--- config.mk ---
export PLATFORM = sky130hd
export DESIGN_NAME = grid_element_vertex_enumerator_core
export DESIGN_NICKNAME = d
export VERILOG_FILES = /design/src/rtl/gev_pkg.sv /design/src/rtl/gev_mac.sv /design/src/rtl/gev_div.sv /design/src/rtl/grid_element_vertex_enumerator_core.sv
export SDC_FILE = /design/constraint.sdc
export NUM_CORES = 1
export LEC_CHECK = 0
export BUFFER_PORTS_ARGS = -buffer_cell sky130_fd_sc_hd__buf_4
export CAP_MARGIN = 20
export CORE_MARGIN = 1
export CORE_UTILIZATION = 35
export DETAILED_ROUTE_END_ITERATION = 8
export PLACE_DENSITY_LB_ADDON = 0.3
export SKIP_CTS_REPAIR_TIMING = 1
export SLEW_MARGIN = 10
export SYNTH_ARGS = -nofsm -noshare
export SYNTH_HDL_FRONTEND = slang
export SYNTH_SLANG_ARGS = --single-unit
--- constraint.sdc ---
create_clock -name clk -period 13.2 [get_ports clk]
set_clock_uncertainty 0.1 [all_clocks]
set_input_delay 1.98 -clock clk [delete_from_list [all_inputs] [get_ports clk]]
set_output_delay 1.98 -clock clk [all_outputs]
set_load 0.01 [all_outputs]
--- src/rtl/gev_pkg.sv ---
// Shared constants and lookup functions for the grid element vertex enumerator.
// Holds list kinds, status codes, register indexes and the corner tables.
// No dependencies.
`default_nettype none

package gev_pkg;

  localparam int VTX_W      = 24;
  localparam int PTS_W      = 9;
  localparam int CFG_IDX_W  = 2;
  localparam int IN_TDATA_W = 32;
  localparam int OUT_TDATA_W = 200;
  localparam int VCNT_W     = 4;

  // func codes
  localparam logic [1:0] K_EDGE   = 2'd0;
  localparam logic [1:0] K_QUAD   = 2'd1;
  localparam logic [1:0] K_CUBE   = 2'd2;
  localparam logic [1:0] F_LOOKUP = 2'd3;

  // status codes
  localparam logic [1:0] ST_OK    = 2'd0;
  localparam logic [1:0] ST_EMPTY = 2'd1;
  localparam logic [1:0] ST_RANGE = 2'd2;

  // configuration register indexes
  localparam logic [CFG_IDX_W-1:0] REG_PX = 2'd0;
  localparam logic [CFG_IDX_W-1:0] REG_PY = 2'd1;
  localparam logic [CFG_IDX_W-1:0] REG_PZ = 2'd2;

  // axes that lose one point in a group: bit0 X, bit1 Y, bit2 Z
  function automatic logic [2:0] shrink_mask(input logic [1:0] kind, input logic [1:0] grp);
    logic [2:0] m;
    m = 3'b000;
    case (kind)
      K_EDGE: begin
        case (grp)
          2'd0:    m = 3'b001;
          2'd1:    m = 3'b010;
          2'd2:    m = 3'b100;
          default: m = 3'b000;
        endcase
      end
      K_QUAD: begin
        case (grp)
          2'd0:    m = 3'b011;
          2'd1:    m = 3'b101;
          2'd2:    m = 3'b110;
          default: m = 3'b000;
        endcase
      end
      K_CUBE:  m = 3'b111;
      default: m = 3'b000;
    endcase
    return m;
  endfunction

  function automatic logic [1:0] grp_count(input logic [1:0] kind);
    logic [1:0] c;
    case (kind)
      K_EDGE:  c = 2'd3;
      K_QUAD:  c = 2'd3;
      K_CUBE:  c = 2'd1;
      default: c = 2'd0;
    endcase
    return c;
  endfunction

  function automatic logic [VCNT_W-1:0] vcount(input logic [1:0] kind);
    logic [VCNT_W-1:0] c;
    case (kind)
      K_EDGE:  c = 4'd2;
      K_QUAD:  c = 4'd4;
      K_CUBE:  c = 4'd8;
      default: c = 4'd0;
    endcase
    return c;
  endfunction

  // corner offset of vertex k: bit0 +x, bit1 +y, bit2 +z
  function automatic logic [2:0] corner(input logic [1:0] kind, input logic [1:0] grp,
                                        input logic [2:0] k);
    logic [2:0] c;
    c = 3'd0;
    case (kind)
      K_EDGE: c = (k == 3'd0) ? 3'd0 : (3'd1 << grp);
      K_QUAD: begin
        case (grp)
          2'd0: begin
            case (k[1:0])
              2'd0:    c = 3'd0;
              2'd1:    c = 3'd1;
              2'd2:    c = 3'd3;
              default: c = 3'd2;
            endcase
          end
          2'd1: begin
            case (k[1:0])
              2'd0:    c = 3'd0;
              2'd1:    c = 3'd1;
              2'd2:    c = 3'd5;
              default: c = 3'd4;
            endcase
          end
          default: begin
            case (k[1:0])
              2'd0:    c = 3'd0;
              2'd1:    c = 3'd2;
              2'd2:    c = 3'd6;
              default: c = 3'd4;
            endcase
          end
        endcase
      end
      K_CUBE:  c = k;
      default: c = 3'd0;
    endcase
    return c;
  endfunction

endpackage

`default_nettype wire

--- src/rtl/gev_mac.sv ---
// Shared multiply-add unit: r = a * b + c + cin, kept to the low 24 bits.
// Used for every vertex number step. Depends on gev_pkg.
`default_nettype none

module gev_mac #(
  parameter int AW = 9
) (
  input  logic [AW-1:0]             a,
  input  logic [gev_pkg::VTX_W-1:0] b,
  input  logic [gev_pkg::VTX_W-1:0] c,
  input  logic                      cin,
  output logic [gev_pkg::VTX_W-1:0] r
);
  import gev_pkg::*;

  logic [AW+VTX_W-1:0] prod;

  assign prod = {{VTX_W{1'b0}}, a} * {{AW{1'b0}}, b};
  assign r    = prod[VTX_W-1:0] + c + {{(VTX_W-1){1'b0}}, cin};

endmodule

`default_nettype wire

--- src/rtl/gev_div.sv ---
// Radix-2 restoring divider, one quotient bit per cycle, 24-bit dividend.
// Produces quotient and remainder; done is high for a single cycle once the last step is registered.
`default_nettype none

module gev_div #(
  parameter int DW = 8
) (
  input  logic                      clk,
  input  logic                      rst,
  input  logic                      start,
  input  logic [gev_pkg::VTX_W-1:0] dividend,
  input  logic [DW-1:0]             divisor,
  output logic                      done,
  output logic [gev_pkg::VTX_W-1:0] quo,
  output logic [DW-1:0]             rem
);
  import gev_pkg::*;

  localparam int CW = $clog2(VTX_W);

  logic          busy;
  logic [CW-1:0] cnt;
  logic [DW-1:0] dsr;
  logic [DW:0]   rem_sh;
  logic [DW:0]   diff;
  logic          ge;

  assign rem_sh = {rem, quo[VTX_W-1]};
  assign ge     = rem_sh >= {1'b0, dsr};
  assign diff   = rem_sh - {1'b0, dsr};

  always_ff @(posedge clk) begin
    if (rst) begin
      busy <= 1'b0;
      done <= 1'b0;
      cnt  <= '0;
    end else begin
      done <= 1'b0;
      if (start) begin
        busy <= 1'b1;
        cnt  <= '0;
      end else if (busy) begin
        cnt <= cnt + CW'(1);
        if (cnt == CW'(VTX_W - 1)) begin
          busy <= 1'b0;
          done <= 1'b1;
        end
      end
    end
  end

  always_ff @(posedge clk) begin
    if (start) begin
      quo <= dividend;
      rem <= '0;
      dsr <= divisor;
    end else if (busy) begin
      quo <= {quo[VTX_W-2:0], ge};
      rem <= ge ? diff[DW-1:0] : rem_sh[DW-1:0];
    end
  end

endmodule

`default_nettype wire

--- src/rtl/grid_element_vertex_enumerator_core.sv ---
// Top level of the grid element vertex enumerator: sequencer, list cursor,
// output register. Uses gev_pkg, gev_mac (shared multiply-add) and gev_div.
//
//  port group | dir | contents
//  s_*        | in  | request: tuser func, tdata restart + cube_number
//  m_*        | out | element: tdata vertices + count, tuser status, tlast
//  cfg_*      | in  | point counts along X, Y, Z (indexes 0, 1, 2)
//
// One request at a time. A list element is built by the base and plane-stride
// steps, then one pass of the shared multiply-add per vertex. A cube lookup
// first runs two serial divisions; an out-of-range number finishes after the
// second division, while an empty list or an empty grid skips the arithmetic.
// Reset is synchronous; no memories to clear. A new request is taken while a
// finished element waits in the output register; the sequencer holds in its
// last step only if that register is still full.
`default_nettype none

module grid_element_vertex_enumerator_core #(
  parameter int AXIS_BITS = 8
) (
  input  logic                             clk,
  input  logic                             rst,
  input  logic                             s_tvalid,
  output logic                             s_tready,
  input  logic [gev_pkg::IN_TDATA_W-1:0]   s_tdata,   // restart, cube_number, zero pad
  input  logic [1:0]                       s_tuser,   // func
  output logic                             m_tvalid,
  input  logic                             m_tready,
  output logic [gev_pkg::OUT_TDATA_W-1:0]  m_tdata,   // vertex_0..vertex_7, vertex_count, pad
  output logic [1:0]                       m_tuser,   // status
  output logic                             m_tlast,   // last_of_list
  input  logic                             cfg_we,
  input  logic [gev_pkg::CFG_IDX_W-1:0]    cfg_index,
  input  logic [gev_pkg::PTS_W-1:0]        cfg_data
);
  import gev_pkg::*;

  localparam int AB    = AXIS_BITS;
  localparam int NW    = AXIS_BITS + 1;
  localparam int LIMIT = 1 << AXIS_BITS;

  localparam logic [2:0] S_IDLE = 3'd0;
  localparam logic [2:0] S_DIV1 = 3'd1;
  localparam logic [2:0] S_DIV2 = 3'd2;
  localparam logic [2:0] S_MAC  = 3'd3;
  localparam logic [2:0] S_DONE = 3'd4;

  // configuration
  logic [PTS_W-1:0] points_x, points_y, points_z;
  logic [NW-1:0]    n0, n1, n2;
  logic [NW-1:0]    nm0, nm1, nm2;
  logic             grid_ok;

  // sequencer and cursor
  logic [2:0]        state;
  logic [3:0]        step;
  logic [1:0]        cursor_kind, cursor_group;
  logic [AB-1:0]     cursor_x, cursor_y, cursor_z;
  logic [1:0]        wkind, wgrp;
  logic [AB-1:0]     wx, wy, wz;
  logic              is_list;
  logic [1:0]        res_status;
  logic [VCNT_W-1:0] res_count;
  logic              res_last;
  logic [VTX_W-1:0]  t_acc, base, base_z;
  logic [VTX_W-1:0]  vtx [8];

  // request fields
  logic [1:0]       in_func;
  logic             in_restart;
  logic [VTX_W-1:0] in_num;
  logic             accept;

  assign in_func    = s_tuser;
  assign in_restart = s_tdata[0];
  assign in_num     = s_tdata[VTX_W:1];
  assign s_tready   = (state == S_IDLE);
  assign accept     = s_tvalid && s_tready;

  function automatic logic [NW-1:0] eff(input logic [PTS_W-1:0] p);
    return (int'(p) > LIMIT) ? NW'(LIMIT) : NW'(p);
  endfunction

  function automatic logic [NW-1:0] ext(input logic [NW-1:0] n, input logic m);
    return (m && n != '0) ? n - NW'(1) : n;
  endfunction

  function automatic logic grp_ok(input logic [1:0] kind, input logic [1:0] g,
                                  input logic [NW-1:0] a0, input logic [NW-1:0] a1,
                                  input logic [NW-1:0] a2);
    logic [2:0] m;
    logic       ok;
    m  = shrink_mask(kind, g);
    ok = (kind <= K_CUBE) && (g < grp_count(kind));
    ok = ok && (ext(a0, m[0]) != '0) && (ext(a1, m[1]) != '0) && (ext(a2, m[2]) != '0);
    return ok;
  endfunction

  // returns {found, group}: lowest non-empty group at or after 'from'
  function automatic logic [2:0] first_grp(input logic [1:0] kind, input logic [2:0] from,
                                           input logic [NW-1:0] a0, input logic [NW-1:0] a1,
                                           input logic [NW-1:0] a2);
    logic [2:0] res;
    res = 3'd0;
    for (int g = 2; g >= 0; g--) begin
      if (g >= int'(from) && grp_ok(kind, 2'(g), a0, a1, a2)) res = {1'b1, 2'(g)};
    end
    return res;
  endfunction

  assign n0      = eff(points_x);
  assign n1      = eff(points_y);
  assign n2      = eff(points_z);
  assign nm0     = n0 - NW'(1);
  assign nm1     = n1 - NW'(1);
  assign nm2     = n2 - NW'(1);
  assign grid_ok = (n0 >= NW'(2)) && (n1 >= NW'(2)) && (n2 >= NW'(2));

  always_ff @(posedge clk) begin
    if (rst) begin
      points_x <= PTS_W'(2);
      points_y <= PTS_W'(2);
      points_z <= PTS_W'(2);
    end else if (cfg_we) begin
      case (cfg_index)
        REG_PX:  points_x <= cfg_data;
        REG_PY:  points_y <= cfg_data;
        REG_PZ:  points_z <= cfg_data;
        default: ;
      endcase
    end
  end

  // list request: decide where the cursor stands before emitting
  logic [2:0]    dec_cur_m;
  logic          dec_valid;
  logic [2:0]    dec_first;
  logic          dec_empty;
  logic [1:0]    dec_grp;
  logic [AB-1:0] dec_x, dec_y, dec_z;

  always_comb begin
    dec_cur_m = shrink_mask(cursor_kind, cursor_group);
    dec_valid = (cursor_kind == in_func) && grp_ok(in_func, cursor_group, n0, n1, n2) &&
                ({1'b0, cursor_x} < ext(n0, dec_cur_m[0])) &&
                ({1'b0, cursor_y} < ext(n1, dec_cur_m[1])) &&
                ({1'b0, cursor_z} < ext(n2, dec_cur_m[2]));
    dec_first = first_grp(in_func, 3'd0, n0, n1, n2);
    dec_empty = 1'b0;
    dec_grp   = cursor_group;
    dec_x     = cursor_x;
    dec_y     = cursor_y;
    dec_z     = cursor_z;
    if (in_restart || !dec_valid) begin
      dec_x     = '0;
      dec_y     = '0;
      dec_z     = '0;
      dec_empty = !dec_first[2];
      dec_grp   = dec_first[2] ? dec_first[1:0] : 2'd0;
    end
  end

  // step the cursor past the element just emitted
  logic [2:0]    adv_m;
  logic [NW-1:0] ex, ey, ez;
  logic [NW-1:0] x1, y1, z1;
  logic [2:0]    adv_nxt, adv_wrap;
  logic [AB-1:0] adv_x, adv_y, adv_z;
  logic [1:0]    adv_grp;
  logic          adv_last;

  always_comb begin
    adv_m    = shrink_mask(cursor_kind, cursor_group);
    ex       = ext(n0, adv_m[0]);
    ey       = ext(n1, adv_m[1]);
    ez       = ext(n2, adv_m[2]);
    x1       = {1'b0, cursor_x} + NW'(1);
    y1       = {1'b0, cursor_y} + NW'(1);
    z1       = {1'b0, cursor_z} + NW'(1);
    adv_nxt  = first_grp(cursor_kind, {1'b0, cursor_group} + 3'd1, n0, n1, n2);
    adv_wrap = first_grp(cursor_kind, 3'd0, n0, n1, n2);
    adv_x    = x1[AB-1:0];
    adv_y    = cursor_y;
    adv_z    = cursor_z;
    adv_grp  = cursor_group;
    adv_last = 1'b0;
    if (x1 >= ex) begin
      adv_x = '0;
      adv_y = y1[AB-1:0];
      if (y1 >= ey) begin
        adv_y = '0;
        adv_z = z1[AB-1:0];
        if (z1 >= ez) begin
          adv_z = '0;
          if (adv_nxt[2]) begin
            adv_grp = adv_nxt[1:0];
          end else begin
            adv_grp  = adv_wrap[1:0];
            adv_last = 1'b1;
          end
        end
      end
    end
  end

  // shared multiply-add operand selection
  logic [2:0]       mac_k;
  logic [2:0]       mac_c;
  logic [NW-1:0]    mac_a;
  logic [VTX_W-1:0] mac_b, mac_cin_v, mac_r;
  logic             mac_cin;

  always_comb begin
    mac_k     = 3'(step - 4'd3);
    mac_c     = corner(wkind, wgrp, mac_k);
    mac_a     = n0;
    mac_b     = '0;
    mac_cin_v = '0;
    mac_cin   = 1'b0;
    case (step)
      4'd0: begin
        mac_a     = n1;
        mac_b     = VTX_W'(wz);
        mac_cin_v = VTX_W'(wy);
      end
      4'd1: begin
        mac_b     = t_acc;
        mac_cin_v = VTX_W'(wx);
      end
      4'd2: begin
        mac_b     = VTX_W'(n1);
        mac_cin_v = base;
      end
      default: begin
        mac_b     = VTX_W'(mac_c[1]);
        mac_cin_v = mac_c[2] ? base_z : base;
        mac_cin   = mac_c[0];
      end
    endcase
  end

  gev_mac #(.AW(NW)) u_mac (
    .a   (mac_a),
    .b   (mac_b),
    .c   (mac_cin_v),
    .cin (mac_cin),
    .r   (mac_r)
  );

  // divider: number / (nx-1), then quotient / (ny-1)
  logic             div_start, div_done;
  logic [VTX_W-1:0] div_dividend, div_quo;
  logic [AB-1:0]    div_divisor, div_rem;

  assign div_start    = (accept && in_func == F_LOOKUP && grid_ok) ||
                        (state == S_DIV1 && div_done);
  assign div_dividend = (state == S_IDLE) ? in_num : div_quo;
  assign div_divisor  = (state == S_IDLE) ? nm0[AB-1:0] : nm1[AB-1:0];

  gev_div #(.DW(AB)) u_div (
    .clk      (clk),
    .rst      (rst),
    .start    (div_start),
    .dividend (div_dividend),
    .divisor  (div_divisor),
    .done     (div_done),
    .quo      (div_quo),
    .rem      (div_rem)
  );

  logic [OUT_TDATA_W-1:0] out_word;

  always_comb begin
    out_word = '0;
    for (int k = 0; k < 8; k++) out_word[k*VTX_W +: VTX_W] = vtx[k];
    out_word[8*VTX_W +: VCNT_W] = res_count;
  end

  always_ff @(posedge clk) begin
    if (rst) begin
      state        <= S_IDLE;
      step         <= '0;
      cursor_kind  <= K_EDGE;
      cursor_group <= '0;
      cursor_x     <= '0;
      cursor_y     <= '0;
      cursor_z     <= '0;
      is_list      <= 1'b0;
      m_tvalid     <= 1'b0;
    end else begin
      if (state == S_DONE && (!m_tvalid || m_tready)) m_tvalid <= 1'b1;
      else if (m_tvalid && m_tready) m_tvalid <= 1'b0;
      case (state)
        S_IDLE: begin
          if (accept) begin
            step <= '0;
            if (in_func == F_LOOKUP) begin
              is_list <= 1'b0;
              state   <= grid_ok ? S_DIV1 : S_DONE;
            end else begin
              cursor_kind  <= in_func;
              cursor_group <= dec_grp;
              cursor_x     <= dec_x;
              cursor_y     <= dec_y;
              cursor_z     <= dec_z;
              is_list      <= !dec_empty;
              state        <= dec_empty ? S_DONE : S_MAC;
            end
          end
        end
        S_DIV1: begin
          if (div_done) state <= S_DIV2;
        end
        S_DIV2: begin
          if (div_done) state <= (div_quo >= VTX_W'(nm2)) ? S_DONE : S_MAC;
        end
        S_MAC: begin
          if (step == 4'd2 + res_count) state <= S_DONE;
          else step <= step + 4'd1;
        end
        S_DONE: begin
          if (!m_tvalid || m_tready) begin
            state <= S_IDLE;
            if (is_list) begin
              cursor_group <= adv_grp;
              cursor_x     <= adv_x;
              cursor_y     <= adv_y;
              cursor_z     <= adv_z;
            end
          end
        end
        default: state <= S_IDLE;
      endcase
    end
  end

  // datapath registers
  always_ff @(posedge clk) begin
    case (state)
      S_IDLE: begin
        if (accept) begin
          for (int k = 0; k < 8; k++) vtx[k] <= '0;
          res_last <= 1'b0;
          if (in_func == F_LOOKUP) begin
            res_status <= grid_ok ? ST_OK : ST_EMPTY;
            res_count  <= '0;
          end else begin
            res_status <= dec_empty ? ST_EMPTY : ST_OK;
            res_count  <= dec_empty ? '0 : vcount(in_func);
            wkind      <= in_func;
            wgrp       <= dec_grp;
            wx         <= dec_x;
            wy         <= dec_y;
            wz         <= dec_z;
          end
        end
      end
      S_DIV1: begin
        if (div_done) wx <= div_rem;
      end
      S_DIV2: begin
        if (div_done) begin
          if (div_quo >= VTX_W'(nm2)) begin
            res_status <= ST_RANGE;
            res_count  <= '0;
          end else begin
            res_status <= ST_OK;
            res_count  <= vcount(K_CUBE);
            wkind      <= K_CUBE;
            wgrp       <= 2'd0;
            wy         <= div_rem;
            wz         <= div_quo[AB-1:0];
            // final cube sits one below the cube count on every axis
            res_last   <= ({1'b0, wx} == nm0 - NW'(1)) &&
                          ({1'b0, div_rem} == nm1 - NW'(1)) &&
                          (div_quo == VTX_W'(nm2 - NW'(1)));
          end
        end
      end
      S_MAC: begin
        case (step)
          4'd0:    t_acc  <= mac_r;
          4'd1:    base   <= mac_r;
          4'd2:    base_z <= mac_r;
          default: vtx[mac_k] <= mac_r;
        endcase
      end
      S_DONE: begin
        if (!m_tvalid || m_tready) begin
          m_tdata <= out_word;
          m_tuser <= res_status;
          m_tlast <= is_list ? adv_last : res_last;
        end
      end
      default: ;
    endcase
  end

endmodule

`default_nettype wire
==> results of run 1 <==
routing by layer:
metal	up-vias	routed length, µm	GRT usage, %
li1	10490	-	-
met1	10960	39280	25.70
met2	829	40450	29.79
met4	2	2066	5.357
met5	-	10	0
met3	113	6483	3.236
worst max path at each step:
stage / endpoint
6_report: base_z[19]
5_1_grt: base[19]
4_1_cts: t_acc[16]
3_5_place_dp: t_acc[16]
3_3_place_gp: base[19]
2_1_floorplan: m_tdata[0]
stage by stage:
| stage | hold slack [ns] | instances | util (%) |
|---|---|---|---|
| final | 0.2984 | 4373 | 41.63 |
| after CTS | 0.2960 | 4368 | 41.54 |
| after floorplan | 0.3003 | 2829 | - |
| after detailed placement | 0.3045 | 4249 | 39.21 |
| after global placement | 0.3001 | 4247 | 39.18 |
| after global routing | 0.3169 | 4373 | 41.63 |
logic make-up (layout without fill, tap and decap cells):
logic type,count (synthesis),in the layout,share of synthesized area [%]
flops,607,607,53.18
buf+inv,340,641,4.022
fa+ha+maj,293,293,14.48
simple gates,982,982,13.78
mux,89,89,2.855
xor+xnor,109,109,3.019
other cells,1,5,0.01144
compound gates,404,404,8.652
critical path: cells and delay by family (launching register included):
| kind | cells | cell delay [ns] |
|---|---|---|
| buf+inv | 6 | 0.92 |
| flops | 1 | 0.37 |
| simple gates | 4 | 1.91 |
| compound gates | 8 | 1.74 |
| mux | 1 | 0.37 |
| fa+ha+maj | 6 | 2.91 |
cell usage after synthesis, types with 38 or more instances:
cell type / count
sky130_fd_sc_hd__o21ai_0: 70
sky130_fd_sc_hd__nand2_1: 238
sky130_fd_sc_hd__edfxtp_1: 528
sky130_fd_sc_hd__fa_1: 144
sky130_fd_sc_hd__xor2_1: 38
sky130_fd_sc_hd__nor3_1: 46
sky130_fd_sc_hd__inv_1: 226
sky130_fd_sc_hd__nand2b_1: 48
sky130_fd_sc_hd__xnor2_1: 68
sky130_fd_sc_hd__ha_1: 149
sky130_fd_sc_hd__mux2i_1: 53
sky130_fd_sc_hd__nand3_1: 50
sky130_fd_sc_hd__clkbuf_1: 88
sky130_fd_sc_hd__dfxtp_1: 79
sky130_fd_sc_hd__nor2_1: 421
sky130_fd_sc_hd__a21oi_1: 84
state kept, by name (all words and copies together), names as in the netlist, 9 cells and up:
signal     flops
u_div.quo     24
base_z        24
t_acc         24
points_x       9
base          24
vtx          192
points_z       9
m_tdata      195
points_y       9
area by class of cell:
class                      count  share of cell area, %
clock buffer                  81                  4.566
clock inverter                38                  1.030
inverter                     226                  2.209
multi-input combinational   1882                  36.79
sequential                   607                  45.41
tap                         1243                  4.051
timing repair buffer         296                  5.944
power groups by stage:
stage	Combinational (mW)	Clock (mW)	Sequential [mW]
final	1.96	1.84	2.82
after global placement	1.94	0	2.85
after floorplan	1.10	0	2.86
after detailed placement	1.96	0	2.86
after CTS	1.97	1.88	2.82
after global routing	2.14	1.95	2.85
==> summary by stage, run 1 <==
Die
The height of the chip is ~310 µm. The area of the placeable core is just over 90000 µm². The initial utilization of the core area, before any placement, comes to between 30 and 40%. The die outline area is between 90000 and 100000 µm². The floorplan has about 110 rows. The x dimension of the die is around 310 µm. In this run the count of I/O pins placed on the die edge is between 200 and 300.

Finish
The number of filler instances in the final layout is just under 9000. In the layout the commonest cells are sky130_fd_sc_hd__edfxtp_1 (528), sky130_fd_sc_hd__nor2_1 (417), sky130_fd_sc_hd__buf_4 (289). The share of final-layout standard cells stronger than drive strength 1 is around 15%. The number of diodes is 0. The multi-input combinational cells in the finished layout cover a total of ~14000 µm². The post-synthesis to final-layout area growth is 17.11%. The most common cell after layout, fill and taps aside is sky130_fd_sc_hd__edfxtp_1. The area taken by flip-flops and latches is about 17000 µm². Summing all non-filler instances in the final layout gives an area of 38390 µm².

The net count of the finished layout is 3423.

Worst hold path
The worst hold path begins at vtx[4][18]. The path with the worst hold slack has its endpoint at m_tdata[114]. In this run the worst hold path is classified as reg2reg.

The hold path depth is 0.

CTS
The clock tree synthesis step divided the H-tree into 3 levels. TritonCTS created 67 clock buffers. The clock-pin transition on the worst setup and hold timing paths is 0.06 ns. The clock reaches the later pin of the worst-skew pair after roughly 0.63 ns. The number of sinks driven by the clock tree is approximately 610. TritonCTS built the clock tree. The tree is rooted in a sky130_fd_sc_hd__clkbuf_16. The largest buffer count on any clock path is 3.

Place
Buffers placed on the I/O ports in this run total 242. The post-detailed-placement cell area is 36160 µm². Before CTS, the worst setup slack after placement is 4.444 ns. The congestion estimate from routability-driven global placement came to between 0.9 and 1. The placed wire-length estimate after detailed placement is approximately 65000 µm.

Detailed routing
The first detailed-routing pass took 6 iterations. The violation count after the first detailed-routing iteration is about 2000. The DRC violation count after routing is 0.

The total wire length is 88290 µm. In this run the remaining antenna-violating nets after routing total 0. The detailed-route wire length per cell is 20.19 µm.

The count of vias placed by the detailed router is approximately 22000. Dividing the detail-routed via count by the number of cells gives between 5 and 6.

Global route
For this run the aggregate overflow at the end of global routing stands at 0. The via count of the first global-routing pass is approximately 22000. The maximum number of pins on one net before global-route repair is just over 80. The number of antenna violations at the first check in global routing came to 1. The all-layer global routing usage is 18.58%.

The first-pass GRT wire length is roughly 130000 µm.

Synth
Sequential elements use roughly 53% of the synthesized area. Counting flops with a built-in enable in the synthesized netlist gives around 530. The distinct cell type count of the synthesized netlist is 99. The post-synthesis cell count is ~2800. The area share of the largest cell type after synthesis is about 48%. In the post-synthesis netlist, the biggest area contributors are sky130_fd_sc_hd__edfxtp_1 (48%), sky130_fd_sc_hd__fa_1 (8.8%), sky130_fd_sc_hd__ha_1 (5.7%).

Among all flip-flop cells after synthesis, the most frequent one is sky130_fd_sc_hd__edfxtp_1. The flop and latch count out of synthesis is approximately 600. The area of the mapped netlist is ~33000 µm². A synthesized cell averages 11.61 µm². During synthesis, Yosys emitted a total of 0 warnings.

The share of synthesized flip-flops with an asynchronous set or reset is 0%. The largest area contributor in the netlist is sky130_fd_sc_hd__edfxtp_1.

STA
In this run the tightest slew margin relative to its limit is around a quarter. Setup violations remaining at the end of the flow were counted as 0. The accumulated negative setup slack is 0 ns.

Setup slack closes at roughly 4.5 ns. The shortest period the worst path allows is a little under 9 ns. The total count of max-transition violations in the final report is 0. Setup repair after global routing left no endpoint under its margin. The slew of the pin with the lowest slew margin is around 1.1 ns. Derived from the worst setup path, the maximum achievable clock frequency is about 0.12 GHz. The hold violation total from the final report is 0.

The portion of the clock cycle consumed by the worst path in the final layout is between 60% and 70%.

Pwr
The clock network burns roughly 28% of the power. Combinational cells account for between 20% and 30% of the total power. The overall power of the completed layout is 6.626 mW. For this design the static power due to leakage is 15.19 nW.

Registers are responsible for a little over two fifths of the overall power. The worst ir drop on vdd is between 90 and 100 µV. Net switching is between 30% and 40% of the power. The switching power is roughly 2.3 mW.

The power per unit of standard cell area is 172.6 nW/µm². The internal power of the cells totals roughly 4.3 mW.

Worst setup path
The number of cells on the worst reg-to-reg path is 25. The worst register-to-register path ends at base_z[19]. The source of the worst register-to-register timing path is step[3].

The maximum fanout along the worst path is 55. The worst setup path is launched from a flip-flop. The worst-path cell with the longest stage delay is sky130_fd_sc_hd__nor2_1. The first element of the critical path is step[3]. The signal arrival time at the worst endpoint is around 9 ns. The worst setup slack for register-to-register paths is between 4 and 5 ns. The maximum cell stage delay along the critical path is 0.79 ns. At the worst endpoint, the required time is roughly 13 ns. The type of destination of the critical path is a flip-flop. The start-to-end type of the worst setup path is reg2reg.

Run status
The run finished with clean final reports.

Run
The max-cap violation count is 0.
Power figures use the tool's default switching activity.
==> inputs of run 2 (changes only) <==
==> constraint.sdc (replaced) <==
create_clock -name clk -period 7.2 [get_ports clk]
set_clock_uncertainty 0.1 [all_clocks]
set_input_delay 1.08 -clock clk [delete_from_list [all_inputs] [get_ports clk]]
set_output_delay 1.08 -clock clk [all_outputs]
set_load 0.01 [all_outputs]
==> run 2 against run 1 <==
Final cell count rose by 2.6%. Non-clock buffer count up 116. Sequential power is 83% higher. Largest cell class unchanged.
==> summary by stage, run 2 (synthesis results as in run 1) <==
Run status
The run finished with clean final reports.

Detailed routing
Wires add up to ~89000 µm. The post-detailed-route via-to-cell ratio is approximately 5. The routed layout has around 23000 vias. For this run, design rule violations remaining after detail routing come to 0. The detailed-route wire length per cell is 19.90 µm. The remaining antenna violation count after routing is 0. The violation count after the first detailed-routing iteration is around 1800. The first detailed-routing pass took 5 iterations.

Run
Max-cap violations in this run came to 0.

Global route
The maximum number of pins on one net before global-route repair is between 150 and 200. In the global route stage, overall resource usage came out at between 10% and 20%. The overflow left after global routing is 0. The first global-routing pass estimated 134100 µm of wire. The number of antenna violations at the first check in global routing is 1. The via count of the first global-routing pass is roughly 22000.

Finish
The share of the core filled with cells is between 40% and 50%. The number of flip-flops under the largest register name is 195. The post-route standard cell area excluding fillers is between 30000 and 40000 µm². More flip-flops sit in one register than any other, and that register is m_tdata. The library cell used most frequently in the layout, excluding fill and tap cells, is sky130_fd_sc_hd__edfxtp_1. The post-synthesis to final-layout area growth is 20.42%.

In the final layout, the registers with the most flip-flops are m_tdata x195, vtx x192. In the layout the commonest cells are sky130_fd_sc_hd__edfxtp_1 (528), sky130_fd_sc_hd__nor2_1 (416), sky130_fd_sc_hd__buf_4 (397). The post-route netlist has approximately a fifth of its cells at a drive strength greater than 1. The number of nets in the final layout is 3538.

STA
Adding up every negative setup slack in the final design gives 0 ns. The final critical path takes up about 96% of the cycle. The slew of the pin with the lowest slew margin is 1.086 ns. The total count of max-transition violations in the final report is 0. The final-report setup violation count is 0. Setup repair after global routing left no endpoint under its margin.

The shortest period the worst path allows is approximately 6.9 ns. After layout, the worst setup slack is 0.2920 ns. Across all hold checks on the routed design, the worst slack comes to approximately 0.31 ns. The worst max-slew margin expressed relative to the limit is 27.42%.

The hold violation total from the final report is 0. For this run, the top clock speed supported by timing is 0.1448 GHz.

Worst hold path
The hold path depth is 0. The worst hold path terminates at m_tdata[9]. The critical hold path startpoint is vtx[0][9]. The worst hold-check path type is reg2reg.

Die
The floorplan step set the die width to a little over 300 µm. Once the floorplan was initialized, standard cells occupied ~36% of the core. In this run the vertical extent of the chip is between 300 and 400 µm.

The area of the placeable core is around 92000 µm². The die outline area is 94900 µm². The count of boundary I/O pins is roughly 260. The number of standard-cell rows in the floorplan is between 100 and 150.

Worst setup path
The maximum fanout along the worst path is 9. The signal arrival time at the worst endpoint is about 7 ns. The worst setup path is launched from a flip-flop. The maximum cell stage delay along the critical path is between 0.5 and 0.6 ns. Across all register-to-register paths, the minimum setup slack is 0.29 ns. The type of destination of the critical path is a flip-flop. The number of cells on the worst reg-to-reg path is 28. At the worst endpoint, the required time is about 7.5 ns. The start-to-end type of the worst setup path is reg2reg. In this run the critical register-to-register path is launched from step[0]. The end of the worst register-to-register path is base_z[19].

Among all stages on the critical path, the largest delay is contributed by sky130_fd_sc_hd__fa_1.

Pwr
The power per unit of standard cell area is around 310 nW/µm². Across the VDD grid, the largest voltage drop is 202.5 µV. The leakage component of the power is around 16 nW.

Place
The placed instances occupy a cell area of 37110 µm². The placed wire-length estimate after detailed placement is around 67000 µm. Timing analysis after detailed placement gives a worst setup slack of -0.1483 ns. The congestion estimate from routability-driven global placement came to 0.9231. The count of port buffers added during placement is 242.

CTS
In this run the clock root is driven by a sky130_fd_sc_hd__clkbuf_16. Counting every sink on the clock net gives 607. The clock passes through at most 3 buffers. The clock tree from TritonCTS is built. The clock-pin transition on the worst setup and hold timing paths is 0.06 ns. The CTS buffer count is 66. The H-tree depth is 3. The clock insertion delay at the later pin of the skew report is 0.63 ns.
[run 2: power by group]
group          total [mW]  switching (mW)  internal (mW)
Clock                3.43            1.46           1.97
Sequential           5.17           0.347           4.82
Combinational        3.78            2.40           1.37
Total                12.4            4.21           8.17
[run 2: how the worst max path moves through the flow]
stage                        from    endpoint  slack, ns  cells after the start
after floorplan           step[0]    base[16]       0.01                     25
after global placement    step[0]  vtx[0][19]      -0.05                     26
after detailed placement  step[0]  vtx[2][19]      -0.15                     26
after CTS                 step[0]  base_z[19]      -0.15                     26
after global routing      step[0]  vtx[3][23]       0.03                     31
final                     step[0]  base_z[19]       0.29                     28
[run 2: layer usage]
layer | vias up | global-route usage, % | routed length (µm) | part of all wire [%]
met4 | 0 | 4.478 | 1554 | 1.7
met5 | - | 0 | 0 | 0
met2 | 714 | 30.24 | 41100 | 46
met1 | 11280 | 25.81 | 40820 | 46
met3 | 93 | 3.099 | 5820 | 6.5
li1 | 10700 | - | - | -
[run 2: metrics by stage]
| step | std cells | power (mW) |
|---|---|---|
| 3_3_place_gp | 4363 | 8.972 |
| 2_1_floorplan | 2829 | 7.221 |
| 4_1_cts | 4480 | 12.47 |
| 5_1_grt | 4487 | 13.00 |
| 6_report | 4488 | 12.38 |
| 3_5_place_dp | 4363 | 9.008 |
[run 2: final cells by class]
class | instances | area, µm²
Fill cell | 8740 | 52740
Sequential cell | 607 | 17440
Multi-Input combinational cell | 1882 | 14190
Timing Repair Buffer | 412 | 3221
Clock buffer | 84 | 1782
Tap cell | 1243 | 1555
Inverter | 226 | 848.3
Clock inverter | 33 | 446.7
Antenna cell | 1 | 2.502
[run 2: critical path, delay by kind of cell (launching register included)]
family,cells,cell delay (ns)
compound gates,9,1.60
fa+ha+maj,8,3.19
simple gates,3,0.47
mux,1,0.34
flops,1,0.32
buf+inv,7,0.64
